==> config.mk <==
export PLATFORM = sky130hd
export DESIGN_NAME = lsh_window
export DESIGN_NICKNAME = d
export VERILOG_FILES = /design/src/rtl/core/lsh_pkg.sv /design/src/rtl/core/lsh_window.sv
export SDC_FILE = /design/constraint.sdc
export NUM_CORES = 1
export LEC_CHECK = 0
export CORE_MARGIN = 3
export CORE_UTILIZATION = 55
export CTS_CLUSTER_SIZE = 8
export DETAILED_ROUTE_END_ITERATION = 10
export DONT_BUFFER_PORTS = 1
export HOLD_SLACK_MARGIN = 0.15
export PLACE_DENSITY = 0.78
export SLEW_MARGIN = 0
export SYNTH_ARGS = -nofsm -noshare
export SYNTH_HDL_FRONTEND = slang
export SYNTH_SLANG_ARGS = --single-unit
==> constraint.sdc <==
create_clock -name clk_i -period 4.7 [get_ports clk_i]
set_input_delay 0.235 -clock clk_i [delete_from_list [all_inputs] [get_ports clk_i]]
set_output_delay 0.235 -clock clk_i [all_outputs]
set_load 0.01 [all_outputs]
==> src/rtl/core/lsh_pkg.sv <==
package lsh_pkg;

  // Build-time defaults
  localparam int unsigned LshMaxWidth    = 1024;
  localparam int unsigned LshMaxChannels = 3;

  // Fixed field widths
  localparam int unsigned LshRowW   = 16;
  localparam int unsigned LshPaddrW = 4;
  localparam int unsigned LshDataW  = 32;

  // Register map, index = paddr[3:2]
  localparam logic [1:0] RegImageWidth   = 2'd0;
  localparam logic [1:0] RegImageHeight  = 2'd1;
  localparam logic [1:0] RegChannelCount = 2'd2;

  localparam logic [10:0] ImageWidthReset   = 11'd640;
  localparam logic [15:0] ImageHeightReset  = 16'd480;
  localparam logic [1:0]  ChannelCountReset = 2'd3;

  // Item kinds
  localparam logic CmdPixel = 1'b0;
  localparam logic CmdDrain = 1'b1;

  typedef struct packed {
    logic       cmd;
    logic [7:0] in_ch0;
    logic [7:0] in_ch1;
    logic [7:0] in_ch2;
  } lsh_in_t;

  typedef struct packed {
    logic [7:0] out_ch0;
    logic [7:0] out_ch1;
    logic [7:0] out_ch2;
    logic       frame_end;
  } lsh_out_t;

  typedef struct packed {
    logic [10:0] image_width;
    logic [15:0] image_height;
    logic [1:0]  channel_count;
  } lsh_cfg_t;

  // Per-item decision handed from the position tracker to the window stage
  typedef struct packed {
    logic pixel;
    logic res_valid;
    logic interior;
    logic frame_end;
  } lsh_op_t;

endpackage

==> src/rtl/core/lsh_window.sv <==
module lsh_window #(
  parameter int unsigned MaxWidth    = lsh_pkg::LshMaxWidth,
  parameter int unsigned MaxChannels = lsh_pkg::LshMaxChannels,
  localparam int unsigned NumLanes   = (MaxChannels < 3) ? MaxChannels : 3,
  localparam int unsigned PixW       = 8 * NumLanes,
  localparam int unsigned ColW       = $clog2(MaxWidth)
) (
  input  logic              clk_i,
  input  logic              rst_ni,
  input  lsh_pkg::lsh_cfg_t cfg_i,
  input  logic              accept_i,
  input  lsh_pkg::lsh_op_t  op_i,
  input  logic [ColW-1:0]   col_i,
  input  lsh_pkg::lsh_in_t  in_data_i,
  input  logic [2*PixW-1:0] ram_rdata_i,
  output logic              ram_we_o,
  output logic [ColW-1:0]   ram_waddr_o,
  output logic [2*PixW-1:0] ram_wdata_o,
  output logic              ready_o,
  output logic              out_valid_o,
  input  logic              out_stall_i,
  output lsh_pkg::lsh_out_t out_data_o
);
  import lsh_pkg::*;

  function automatic logic [7:0] sharpen(input logic [7:0] c, input logic [7:0] u,
                                         input logic [7:0] d, input logic [7:0] l,
                                         input logic [7:0] r);
    logic [11:0] acc;
    acc = {2'b00, c, 2'b00} + {4'd0, c} - {4'd0, u} - {4'd0, d} - {4'd0, l} - {4'd0, r};
    if (acc[11]) begin
      return 8'd0;
    end else if (acc[10:8] != 3'd0) begin
      return 8'hFF;
    end else begin
      return acc[7:0];
    end
  endfunction

  logic              b_valid_q;
  lsh_op_t           b_op_q;
  logic [ColW-1:0]   b_col_q;
  logic [PixW-1:0]   b_px_q;
  logic              fwd_q;
  logic [2*PixW-1:0] fwd_data_q;
  logic [PixW-1:0]   w11_q, w02_q, w12_q, w22_q;
  logic              out_valid_q;
  lsh_out_t          out_q, out_d;

  logic [23:0]       px_full;
  logic [2*PixW-1:0] line;
  logic [PixW-1:0]   up, mid;
  logic              o_free, b_go, b_leave;
  logic [7:0]        res_ch [3];
  logic [1:0]        nch;

  assign px_full = {in_data_i.in_ch2, in_data_i.in_ch1, in_data_i.in_ch0};

  // Same column written by the leaving item: take its data, not the stale read
  assign line = fwd_q ? fwd_data_q : ram_rdata_i;
  assign up   = line[2*PixW-1:PixW];
  assign mid  = line[PixW-1:0];

  assign o_free  = !out_valid_q || !out_stall_i;
  assign b_go    = o_free || !b_op_q.res_valid;
  assign b_leave = b_valid_q && b_go;
  assign ready_o = !b_valid_q || b_go;

  assign ram_we_o    = b_leave && b_op_q.pixel;
  assign ram_waddr_o = b_col_q;
  assign ram_wdata_o = {mid, b_px_q};

  assign nch = (32'(cfg_i.channel_count) > NumLanes) ? 2'(NumLanes) : cfg_i.channel_count;

  always_comb begin
    for (int k = 0; k < 3; k++) begin
      res_ch[k] = 8'd0;
    end
    for (int k = 0; k < NumLanes; k++) begin
      if (b_op_q.interior && (k < 32'(nch))) begin
        res_ch[k] = sharpen(w12_q[8*k +: 8], w02_q[8*k +: 8], w22_q[8*k +: 8],
                            w11_q[8*k +: 8], mid[8*k +: 8]);
      end
    end
    out_d = '{out_ch0: res_ch[0], out_ch1: res_ch[1], out_ch2: res_ch[2],
              frame_end: b_op_q.frame_end};
  end

  always_ff @(posedge clk_i or negedge rst_ni) begin
    if (!rst_ni) begin
      b_valid_q <= 1'b0;
    end else if (ready_o) begin
      b_valid_q <= accept_i;
    end
  end

  always_ff @(posedge clk_i) begin
    if (accept_i) begin
      b_op_q     <= op_i;
      b_col_q    <= col_i;
      b_px_q     <= px_full[PixW-1:0];
      fwd_q      <= ram_we_o && op_i.pixel && (col_i == b_col_q);
      fwd_data_q <= ram_wdata_o;
    end
  end

  // Advance the window once per pixel as it leaves
  always_ff @(posedge clk_i or negedge rst_ni) begin
    if (!rst_ni) begin
      w11_q <= '0;
      w02_q <= '0;
      w12_q <= '0;
      w22_q <= '0;
    end else if (ram_we_o) begin
      w11_q <= w12_q;
      w02_q <= up;
      w12_q <= mid;
      w22_q <= b_px_q;
    end
  end

  always_ff @(posedge clk_i or negedge rst_ni) begin
    if (!rst_ni) begin
      out_valid_q <= 1'b0;
    end else if (o_free) begin
      out_valid_q <= b_leave && b_op_q.res_valid;
    end
  end

  always_ff @(posedge clk_i) begin
    if (b_leave && b_op_q.res_valid) begin
      out_q <= out_d;
    end
  end

  assign out_valid_o = out_valid_q;
  assign out_data_o  = out_q;

`ifndef SYNTHESIS
  a_frame_end_zero: assert property (@(posedge clk_i) disable iff (!rst_ni)
    out_valid_q && out_q.frame_end |->
      (out_q.out_ch0 == 8'd0) && (out_q.out_ch1 == 8'd0) && (out_q.out_ch2 == 8'd0))
    else $error("frame end result carries nonzero channels");

  a_interior_pixel: assert property (@(posedge clk_i) disable iff (!rst_ni)
    b_valid_q && b_op_q.interior |-> b_op_q.pixel && b_op_q.res_valid)
    else $error("interior result from a non-pixel item");

  a_hold_pending: assert property (@(posedge clk_i) disable iff (!rst_ni)
    b_valid_q && !b_go |=> b_valid_q)
    else $error("pending item dropped while output blocked");
`endif

endmodule

==> run summary, run 1 <==
Data on the critical path is required at its endpoint by 4.96 ns. The dominant cell by count in the synthesized netlist is sky130_fd_sc_hd__inv_1. Ranked by total cell area, the synthesized netlist is headed by sky130_fd_sc_hd__edfxtp_1, sky130_fd_sc_hd__dfrtp_1, sky130_fd_sc_hd__fa_1, sky130_fd_sc_hd__inv_1, sky130_fd_sc_hd__ha_1. The total CTS buffers is 30. The tree built by TritonCTS fans out to 210 sinks. For hold timing, the worst endpoint is fwd_data_q[16]$_DFFE_PP_. The net count after synthesis is 1271. The worst hold path begins at accept_i. The total track usage came out at 0.217.

The layout cell share with drive strength beyond 1 is 0.120. At the worst endpoint, the arrival time is 4.90 ns. The wire length of the first global-routing pass is 41.5 mm.

The area fraction of the dominant cell type after synthesis is 0.283. The number of antenna diodes is 0. The largest fanout on the critical path is 9.

For the finished layout, the period the worst path requires is 4.64 ns. After floorplanning, the core was divided into 53 placement rows. The clock edge transition at the registers on the reported setup and hold paths is 0.05 ns.

The post-detailed-route count of antenna-violating nets is 0. The die width came out at 153 um. The die covers 0.0234 mm2. After detailed routing, the number of vias per cell comes to 5.39.

The total count of hold-check failures in the final report was 0. The number of synthesized flops with an enable pin is 112. The final-report setup violation count came out at 0. The number of cells on the worst hold path came out at 1.

The run finished with clean final reports. The terminus of the critical flop-to-flop path is out_data_o[17]$_SDFFCE_PP0P_. The element type at the critical path end is a flip-flop. The post-synthesis sequential area ratio came out at 0.489. The accumulated negative setup slack came out at 0 ns. The register bit total from synthesis is 210.

The setup path with the least slack is of type reg -> reg. The tool flagged a number of max-cap violations equal to 0. The weighted congestion reported at the end of routability-driven placement came out at 0.828. The reg2reg setup slack came out at 0.06 ns. The total number of vias is 7686. The synthesized area divided by synthesized cell count is 11.7 um2. The number of violations reported at the end of detailed-routing iteration 0 came out at 444. The post-synthesis to final-layout area growth came out at 20.9%. The final count of pins violating max slew is 0. In this run the critical register-to-register path is launched from fwd_q$_DFFE_PP_.

The root cell of the clock tree is sky130_fd_sc_hd__clkbuf_16. Of all cell types, the one taking the most synthesized area is sky130_fd_sc_hd__edfxtp_1. The number of cells on the worst reg-to-reg path came out at 19. The detailed-route wire length came out at 26.0 mm.

The most used flip-flop cell after synthesis is sky130_fd_sc_hd__edfxtp_1. The initial antenna violation count was 0. The final worst-path cycle share came out at 0.987. The residual overflow from global routing is 0. The number of iterations in the first detailed-routing pass came out at 5. The number of global-route vias before repair is 8149. The transition time at the pin with the least slew margin came out at 0.962 ns. After synthesis, the most frequently instantiated cells are sky130_fd_sc_hd__inv_1, sky130_fd_sc_hd__edfxtp_1, sky130_fd_sc_hd__dfrtp_1. The Yosys warning count is 0.

The initial core utilization is 0.563. The synthesized netlist cell count came out at 1016. The clock passes through at most 3 buffers.

The port buffer count came out at 0. The setup skew after layout is 0.0263 ns. The startpoint type of the worst setup path is a flip-flop. The count of cell types in the netlist is 47. The placed wire-length estimate after detailed placement came out at 16.9 mm.

The timing-limited maximum frequency is 0.216 GHz. The count of pins on the block boundary came out at 206. The core region area is 0.0212 mm2.

The clock tree from TritonCTS is done. The average wire per standard cell came out at 18.2 um. Summing every instance area after synthesis gives 0.0119 mm2. The pin count of the biggest net entering global routing is 109. The relative slew slack is 0.357.

The H-tree depth reported by CTS came out at 1. The number of remaining DRC errors came out at 0. The y dimension of the die came out at 153 um. The final-stage net count is 1383. The clock latency reported for the late side of the worst-skew pair is 0.54 ns. The min-delay analysis places its worst path in the category in -> reg.

The proportion of synthesized flip-flops having asynchronous set or reset is 0.467.
==> per-stage QoR <==
stage	cells	setup slack (ns)	instance area (um2)	utilization	hold WS, ns
floorplan	1016	0.0806	11900	-	-0.0606
global placement	1275	0.0502	12300	0.581	-0.0576
detailed placement	1275	-0.0512	12300	0.581	-0.0574
CTS	1422	0.0300	14100	0.667	0.161
global route	1426	-0.109	14400	0.680	0.175
finish	1426	0.0634	14400	0.680	0.162
==> routing by layer <==
| metal | global-route usage | share of wire |
|---|---|---|
| met5 | 0 | 0 |
| met4 | 0.0759 | 0.035 |
| met1 | 0.277 | 0.40 |
| met3 | 0.0487 | 0.056 |
| met2 | 0.368 | 0.51 |
==> kinds of logic (layout without fill, tap and decap cells) <==
group,count (synthesis),after routing,share of synthesized area
buffers and inverters,242,377,0.0841
muxes,63,63,0.0552
DFF,210,210,0.489
AOI/OAI and AO/OA,188,188,0.0950
xor gates and xnor gates,39,39,0.0293
and+or+nand+nor,139,139,0.0491
adders and majority gates,135,135,0.199
==> final cells by class <==
cell class | instances | area (um2)
fillers | 1472 | 6770
clock inverters | 1 | 8.76
flip-flops and latches | 210 | 5820
inverters | 191 | 717
repair buffers | 131 | 1300
clock buffers | 54 | 862
multi-input cells | 564 | 5340
well taps | 275 | 344
==> sequential cells by signal, summed over array words and instances (netlist names) <==
name / count
w11_q: 24
ram_waddr_o: 10
w02_q: 24
fwd_data_q: 48
b_px_q: 24
w12_q: 24
fwd_q: 1
out_data_o: 25
b_valid_q: 1
b_op_q: 4
out_valid_o: 1
w22_q: 24
==> placed cells by master, fill, tap and decap left out, types with 5 or more instances in the layout <==
cell type / instances
sky130_fd_sc_hd__nor2_1: 56
sky130_fd_sc_hd__inv_1: 191
sky130_fd_sc_hd__ha_1: 40
sky130_fd_sc_hd__xor2_1: 16
sky130_fd_sc_hd__a21o_1: 11
sky130_fd_sc_hd__a41oi_2: 7
sky130_fd_sc_hd__o21ai_0: 50
sky130_fd_sc_hd__a21oi_2: 7
sky130_fd_sc_hd__xnor2_1: 22
sky130_fd_sc_hd__buf_4: 36
sky130_fd_sc_hd__dfrtp_1: 98
sky130_fd_sc_hd__mux2_2: 21
sky130_fd_sc_hd__o21a_1: 5
sky130_fd_sc_hd__dlygate4sd3_1: 89
sky130_fd_sc_hd__clkbuf_16: 31
sky130_fd_sc_hd__edfxtp_1: 112
sky130_fd_sc_hd__a21oi_1: 73
sky130_fd_sc_hd__clkbuf_1: 23
sky130_fd_sc_hd__nand2_1: 57
sky130_fd_sc_hd__fa_1: 88
sky130_fd_sc_hd__mux2i_1: 37
sky130_fd_sc_hd__nand3_1: 8
==> critical path: stages (launching register included) <==
cell and delay [ns]:
sky130_fd_sc_hd__edfxtp_1 0.39, sky130_fd_sc_hd__buf_4 0.16, sky130_fd_sc_hd__buf_12 0.14, sky130_fd_sc_hd__buf_12 0.15
sky130_fd_sc_hd__mux2i_1 0.14, sky130_fd_sc_hd__buf_4 0.16, sky130_fd_sc_hd__ha_1 0.32, sky130_fd_sc_hd__fa_1 0.54
sky130_fd_sc_hd__inv_1 0.05, sky130_fd_sc_hd__fa_1 0.47, sky130_fd_sc_hd__inv_1 0.06, sky130_fd_sc_hd__fa_2 0.34
sky130_fd_sc_hd__a211oi_2 0.29, sky130_fd_sc_hd__o211ai_1 0.14, sky130_fd_sc_hd__and2_4 0.15, sky130_fd_sc_hd__a21o_1 0.21
sky130_fd_sc_hd__a21oi_4 0.20, sky130_fd_sc_hd__xor2_4 0.18, sky130_fd_sc_hd__buf_12 0.14, sky130_fd_sc_hd__a41oi_2 0.11
==> worst max path at each step <==
stage,start,end,slack [ns],depth (start not counted)
floorplan,fwd_q$_DFFE_PP_,out_data_o[1]$_SDFFCE_PP0P_,0.08,14
global placement,fwd_q$_DFFE_PP_,out_data_o[1]$_SDFFCE_PP0P_,0.05,15
detailed placement,fwd_q$_DFFE_PP_,out_data_o[4]$_SDFFCE_PP0P_,-0.05,15
global route,fwd_q$_DFFE_PP_,out_data_o[19]$_SDFFCE_PP0P_,-0.11,16
CTS,fwd_q$_DFFE_PP_,out_data_o[10]$_SDFFCE_PP0P_,0.03,18
finish,fwd_q$_DFFE_PP_,out_data_o[17]$_SDFFCE_PP0P_,0.06,19
==> repair_timing <==
| action | 4_1_cts | 5_1_grt |
|---|---|---|
| setup endpoints to repair | 23 | 24 |
| pin swaps | 0 | 11 |
| hold endpoints to repair | 314 | 8 |
| buffers inserted | 2 | 3 |
| gates resized for setup | 0 | 43 |
| hold buffers | 90 | 1 |
Power of run 1 is not shown: default switching activity piles up to over one toggle a cycle in this logic, so the estimate is an artifact.
==> run 2, diff against run 1 <==
CORE_UTILIZATION = 25   (was 55)
PLACE_DENSITY = 0.45   (was 0.78)
==> run summary, run 2 (synthesis results as in run 1) <==
The y dimension of the die is 224 um. The finished layout cell area is 0.0150 mm2. In the layout the commonest cells are sky130_fd_sc_hd__inv_1, sky130_fd_sc_hd__edfxtp_1, sky130_fd_sc_hd__dfrtp_1.

The routed design has 27.4 mm of wire. The clock latency reported for the late side of the worst-skew pair came out at 0.56 ns. The number of sinks on the clock net is 210.

The relative slew slack is 0.434. Leaving out fill and tap cells, the most frequent cell in the layout is sky130_fd_sc_hd__inv_1. The total track usage came out at 0.107. The core region area came out at 0.0468 mm2. The placed wire-length estimate after detailed placement came out at 19.1 mm. Port buffering added 0 buffers.

For the pin with the worst max-slew slack, the measured transition is 0.849 ns. The flow ran to the end, and the final reports show no timing, DRC or antenna violations. The placed cell area is 0.0127 mm2. The kind of critical path is reg -> reg. The post-route worst hold slack came out at 0.194 ns. The tree is rooted in a sky130_fd_sc_hd__clkbuf_16. The required time of the worst setup path came out at 4.97 ns.

Setup violations remaining at the end of the flow were counted as 0. The count of pins on the block boundary is 206. The number of violations reported at the end of detailed-routing iteration 0 came out at 233. Setup repair after global routing could not meet its margin everywhere. The number of iterations in the first detailed-routing pass came out at 6. TritonCTS built the clock tree.

The reg2reg setup slack came out at 0.16 ns. Clock-pin slew was measured on the worst setup and hold paths at 0.05 ns. The worst register-to-register path begins at fwd_q$_DFFE_PP_. The post-synthesis to final-layout area growth is 26.2%.

The number of cells on the worst hold path came out at 2. For the worst setup path, the data arrival time is 4.81 ns. The final count of pins violating max slew is 0. In this run the worst path has a maximum fanout of 8. The timing-limited maximum frequency came out at 0.220 GHz. The initial core utilization is 0.255. The congestion estimate from routability-driven global placement came to 0.759. From left edge to right edge, the die measures 224 um. The worst hold path begins at out_stall_i. The terminus of the critical flop-to-flop path is out_data_o[21]$_SDFFCE_PP0P_.

The max-cap check violation count came out at 0. The total overflow left after global routing is 0. The total count of hold-check failures in the final report came to 0. The final-stage net count came out at 1395. The number of flip-flops under the largest register name came out at 48. The tightest min-delay check is of the in -> reg type. fwd_data_q holds more flip-flops than any other register. The total number of vias is 7419.

The pin count of the biggest net entering global routing came out at 179. The worst setup path is launched from a flip-flop. The worst register-to-register path has a depth of 17. The average wire per standard cell came out at 15.5 um.

The worst hold path terminates at out_data_o[2]$_SDFFCE_PP0P_. The final worst-path cycle share is 0.965. The worst path in the final design needs a cycle of 4.54 ns, including I/O delays and setup. The buffer levels on the longest clock path came out at 3. The H-tree depth reported by CTS is 1. The number of global-route vias before repair is 7832. The element type at the critical path end is a flip-flop. The die covers 0.0503 mm2. The layout cell share with drive strength beyond 1 came out at 0.133. The total CTS buffers is 31. The first global-routing pass estimated 42.9 mm of wire. After detailed routing, the number of remaining DRC violations is 0.

The ratio of routed vias to standard cells is 4.19. The setup skew after layout is 0.00824 ns. The post-detailed-route count of antenna-violating nets came out at 0. The floorplan row count came out at 79. The accumulated negative setup slack came out at 0 ns.

The initial antenna violation count was 2.
-- run 2: what timing repair did --
action	4_1_cts	5_1_grt
pin swaps	1	14
endpoints found under the setup margin	15	24
hold buffers	92	0
gates cloned	0	1
gates resized for setup	2	54
buffers inserted	1	8
endpoints found under the hold margin	304	0
-- run 2: cell type report --
type | instances | area (um2)
antenna | 1 | 2.50
clock buffer | 54 | 882
clock inverter | 1 | 30.0
fill | 4725 | 31700
inverter | 191 | 717
multi-input combinational | 564 | 5400
sequential | 210 | 5820
tap | 607 | 759
timing repair buffer | 142 | 1410
-- run 2: metal layers --
layer / track usage / wire [um] / vias up
li1: - / - / 3588
met1: 0.145 / 12600 / 3659
met3: 0.0254 / 1280 / 42
met5: 0 / 13 / -
met2: 0.171 / 12700 / 128
met4: 0.0310 / 790 / 2
-- run 2: worst max-delay path by stage --
stage                         start                           end  slack (ns)  depth (start not counted)
finish              fwd_q$_DFFE_PP_  out_data_o[21]$_SDFFCE_PP0P_        0.16                         17
global route        fwd_q$_DFFE_PP_   out_data_o[2]$_SDFFCE_PP0P_       -0.03                         19
CTS                 fwd_q$_DFFE_PP_  out_data_o[10]$_SDFFCE_PP0P_        0.03                         17
detailed placement  fwd_q$_DFFE_PP_  out_data_o[21]$_SDFFCE_PP0P_       -0.16                         15
global placement    fwd_q$_DFFE_PP_  out_data_o[21]$_SDFFCE_PP0P_       -0.10                         15
floorplan           fwd_q$_DFFE_PP_   out_data_o[1]$_SDFFCE_PP0P_        0.08                         14
-- run 2: metrics by stage --
| step | setup slack, ns | cells | utilization |
|---|---|---|---|
| after global placement | -0.101 | 1612 | 0.272 |
| after floorplan | 0.0806 | 1016 | - |
| final | 0.165 | 1770 | 0.321 |
| after detailed placement | -0.165 | 1612 | 0.272 |
| after CTS | 0.0319 | 1760 | 0.313 |
| after global routing | -0.0327 | 1769 | 0.321 |
-- run 2: worst max-delay path, stage by stage (launching register included) --
cell and delay (ns):
sky130_fd_sc_hd__edfxtp_1 0.38, sky130_fd_sc_hd__buf_4 0.15, sky130_fd_sc_hd__buf_6 0.12, sky130_fd_sc_hd__buf_12 0.14, sky130_fd_sc_hd__mux2_4 0.32, sky130_fd_sc_hd__fa_1 0.53
sky130_fd_sc_hd__inv_1 0.06, sky130_fd_sc_hd__fa_1 0.52, sky130_fd_sc_hd__inv_1 0.04, sky130_fd_sc_hd__fa_1 0.47, sky130_fd_sc_hd__inv_1 0.06, sky130_fd_sc_hd__ha_4 0.18
sky130_fd_sc_hd__a211oi_4 0.23, sky130_fd_sc_hd__o211ai_1 0.11, sky130_fd_sc_hd__and2_4 0.16, sky130_fd_sc_hd__buf_4 0.13, sky130_fd_sc_hd__o311ai_4 0.42, sky130_fd_sc_hd__a41oi_1 0.20
Power of run 2 is left out for the same reason.
==> run 3, diff against run 2 <==
CELL_PAD_IN_SITES_DETAIL_PLACEMENT = 2   (was unset)
CELL_PAD_IN_SITES_GLOBAL_PLACEMENT = 2   (was unset)
MAX_ROUTING_LAYER = met4   (was unset)
PLACE_DENSITY = 0.59   (was 0.45)
==> run summary, run 3 (synthesis results as in run 1) <==
The y dimension of the die is 224 um. The first detailed-routing pass took 4 iterations. Using the TritonRoute via totals, the vias-per-cell ratio works out to 4.36. The wire length of the first global-routing pass is 51.1 mm. The final worst-path cycle share came out at 0.973. After detailed routing, the number of remaining DRC violations is 0. The final count of pins violating max slew is 0. The post-placement setup slack is -0.0748 ns. The number of violations reported at the end of detailed-routing iteration 0 is 298. The worst path arrival time is 4.87 ns.

The count of pins on the block boundary is 206. Port buffering added 0 buffers. fwd_data_q holds more flip-flops than any other register. The number of flip-flops under the largest register name is 48.

The number of global-route vias before repair came out at 8835. The total count of hold-check failures in the final report is 0. The clock latency reported for the late side of the worst-skew pair came out at 0.58 ns. The buffer levels on the longest clock path came out at 3. The pin count of the biggest net entering global routing is 179. TritonCTS built the clock tree. The routed design has 32.6 mm of wire.

The wire-length estimate of the detail-placed layout is 22.7 mm. By startpoint and endpoint, the worst setup path is classified as reg -> reg. The combined area of the multi-input logic cells came out at 0.00548 mm2. The number of antenna diodes is 0. At the worst endpoint, the required time is 5.00 ns.

The time the final worst path needs with I/O delays and setup came out at 4.57 ns. The setup skew after layout is 0.0178 ns. The library cell used most frequently in the layout, excluding fill and tap cells, is sky130_fd_sc_hd__inv_1. The post-detailed-route count of antenna-violating nets is 0. The die is 224 um wide. The final-report setup violation count came out at 0. The H-tree depth reported by CTS came out at 1. The total CTS buffers is 31.

The cell sitting at the root of the clock tree is a sky130_fd_sc_hd__clkbuf_16. Compared with the post-synthesis result, the final layout area differs by 27.2%. The core region area came out at 0.0468 mm2.

The layout has 4953 filler cells. Summing all flip-flop and latch instances after layout gives 0.00582 mm2. Of the cells placed in the final design, the portion with a size suffix greater than 1 is 0.156. The path class of the tightest hold or removal check is in -> reg. Max-cap violations in this run came to 0. At the pin with the least slew margin, the transition time is 1.12 ns. The floorplan row count came out at 79.

The residual overflow from global routing came out at 0. In the global route stage, overall resource usage came out at 0.132. The initial core utilization came out at 0.255.

The average wire per standard cell came out at 18.4 um. Hold timing on the final database bottoms out at a slack of 0.251 ns. STA classifies the critical path startpoint as a flip-flop. Measured on the finished design, the core utilization comes to 0.324. In the layout the commonest cells are sky130_fd_sc_hd__inv_1, sky130_fd_sc_hd__edfxtp_1, sky130_fd_sc_hd__dfrtp_1. The initial antenna violation count was 0. The total number of vias came out at 7737. The area enclosed by the die boundary came out at 0.0503 mm2. The worst setup slack after layout came out at 0.127 ns. The largest fanout on the critical path came out at 8.

The worst setup path is captured at a flip-flop. The number of sinks on the clock net is 210. The clock edge transition at the registers on the reported setup and hold paths is 0.05 ns. The run finished with clean final reports. Measured against its own limit, the worst slew margin works out to 0.251. The weighted congestion reported at the end of routability-driven placement is 0.723. The final-stage net count came out at 1400. The timing-limited maximum frequency is 0.219 GHz.
-- run 3: changes by cell type in the layout (fill, tap and decap cells not counted), sizes merged --
cell	change
buf	+6
clkbuf	-2
bufinv	-1
clkinv	+1
diode	-1
inv	+1
-- run 3: layout make-up --
class,count,area share
well taps,607,0.0502
inverters,191,0.0474
multi-input cells,564,0.362
clock buffers,53,0.0593
clock inverters,2,0.000909
flip-flops and latches,210,0.384
repair buffers,147,0.0960
-- run 3: layer usage --
layer	vias to the layer above	track usage	share of wire	routed length (um)
met4	0	0.0297	0.018	573
li1	3590	-	-	-
met2	118	0.216	0.48	15700
met5	-	-	0	0
met3	41	0.0254	0.042	1380
met1	3988	0.172	0.46	14900
-- run 3: path summary, 6_finish.rpt --
path	end	from	slack, ns	cells after the start
worst max-delay path	out_data_o[18]$_SDFFCE_PP0P_	fwd_q$_DFFE_PP_	0.13	18
worst min-delay path	out_data_o[4]$_SDFFCE_PP0P_	cfg_i[0]	0.25	3
worst max register to register	out_data_o[18]$_SDFFCE_PP0P_	fwd_q$_DFFE_PP_	0.13	18
worst min register to register	out_data_o[0]$_DFFE_PP_	b_op_q[0]$_DFFE_PP_	0.42	0
max in group asynchronous	w02_q[5]$_DFFE_PN0P_	rst_ni	3.94	2
min in group asynchronous	w12_q[21]$_DFFE_PN0P_	rst_ni	0.31	2
-- run 3: critical path, cell delays in order, from the launching register on --
cell	delay [ns]
sky130_fd_sc_hd__edfxtp_1	0.47
sky130_fd_sc_hd__buf_12	0.20
sky130_fd_sc_hd__buf_8	0.13
sky130_fd_sc_hd__mux2i_2	0.17
sky130_fd_sc_hd__buf_4	0.17
sky130_fd_sc_hd__ha_4	0.21
sky130_fd_sc_hd__fa_1	0.54
sky130_fd_sc_hd__inv_1	0.06
sky130_fd_sc_hd__fa_1	0.52
sky130_fd_sc_hd__inv_2	0.06
sky130_fd_sc_hd__fa_2	0.39
sky130_fd_sc_hd__a211oi_4	0.25
sky130_fd_sc_hd__o211ai_1	0.13
sky130_fd_sc_hd__and2_4	0.18
sky130_fd_sc_hd__a21o_1	0.18
sky130_fd_sc_hd__a21oi_2	0.16
sky130_fd_sc_hd__xor2_2	0.19
sky130_fd_sc_hd__buf_6	0.17
sky130_fd_sc_hd__a41oi_2	0.12
-- run 3: repair_timing --
| action | 4_1_cts | 5_1_grt |
|---|---|---|
| hold buffers | 92 | 0 |
| endpoints found under the hold margin | 328 | 0 |
| setup buffers | 1 | 4 |
| gates resized for setup | 9 | 72 |
| setup endpoints to repair | 23 | 24 |
| pin swaps | 3 | 21 |
-- run 3: per-stage QoR --
stage          TNS (ns)  area [um2]  std cells
2_1_floorplan         0       11900       1016
3_3_place_gp          0       12800       1622
3_5_place_dp     -0.423       12800       1622
4_1_cts               0       14700       1770
5_1_grt          -0.313       15100       1774
6_report              0       15100       1774
Power of run 3 is left out for the same reason.
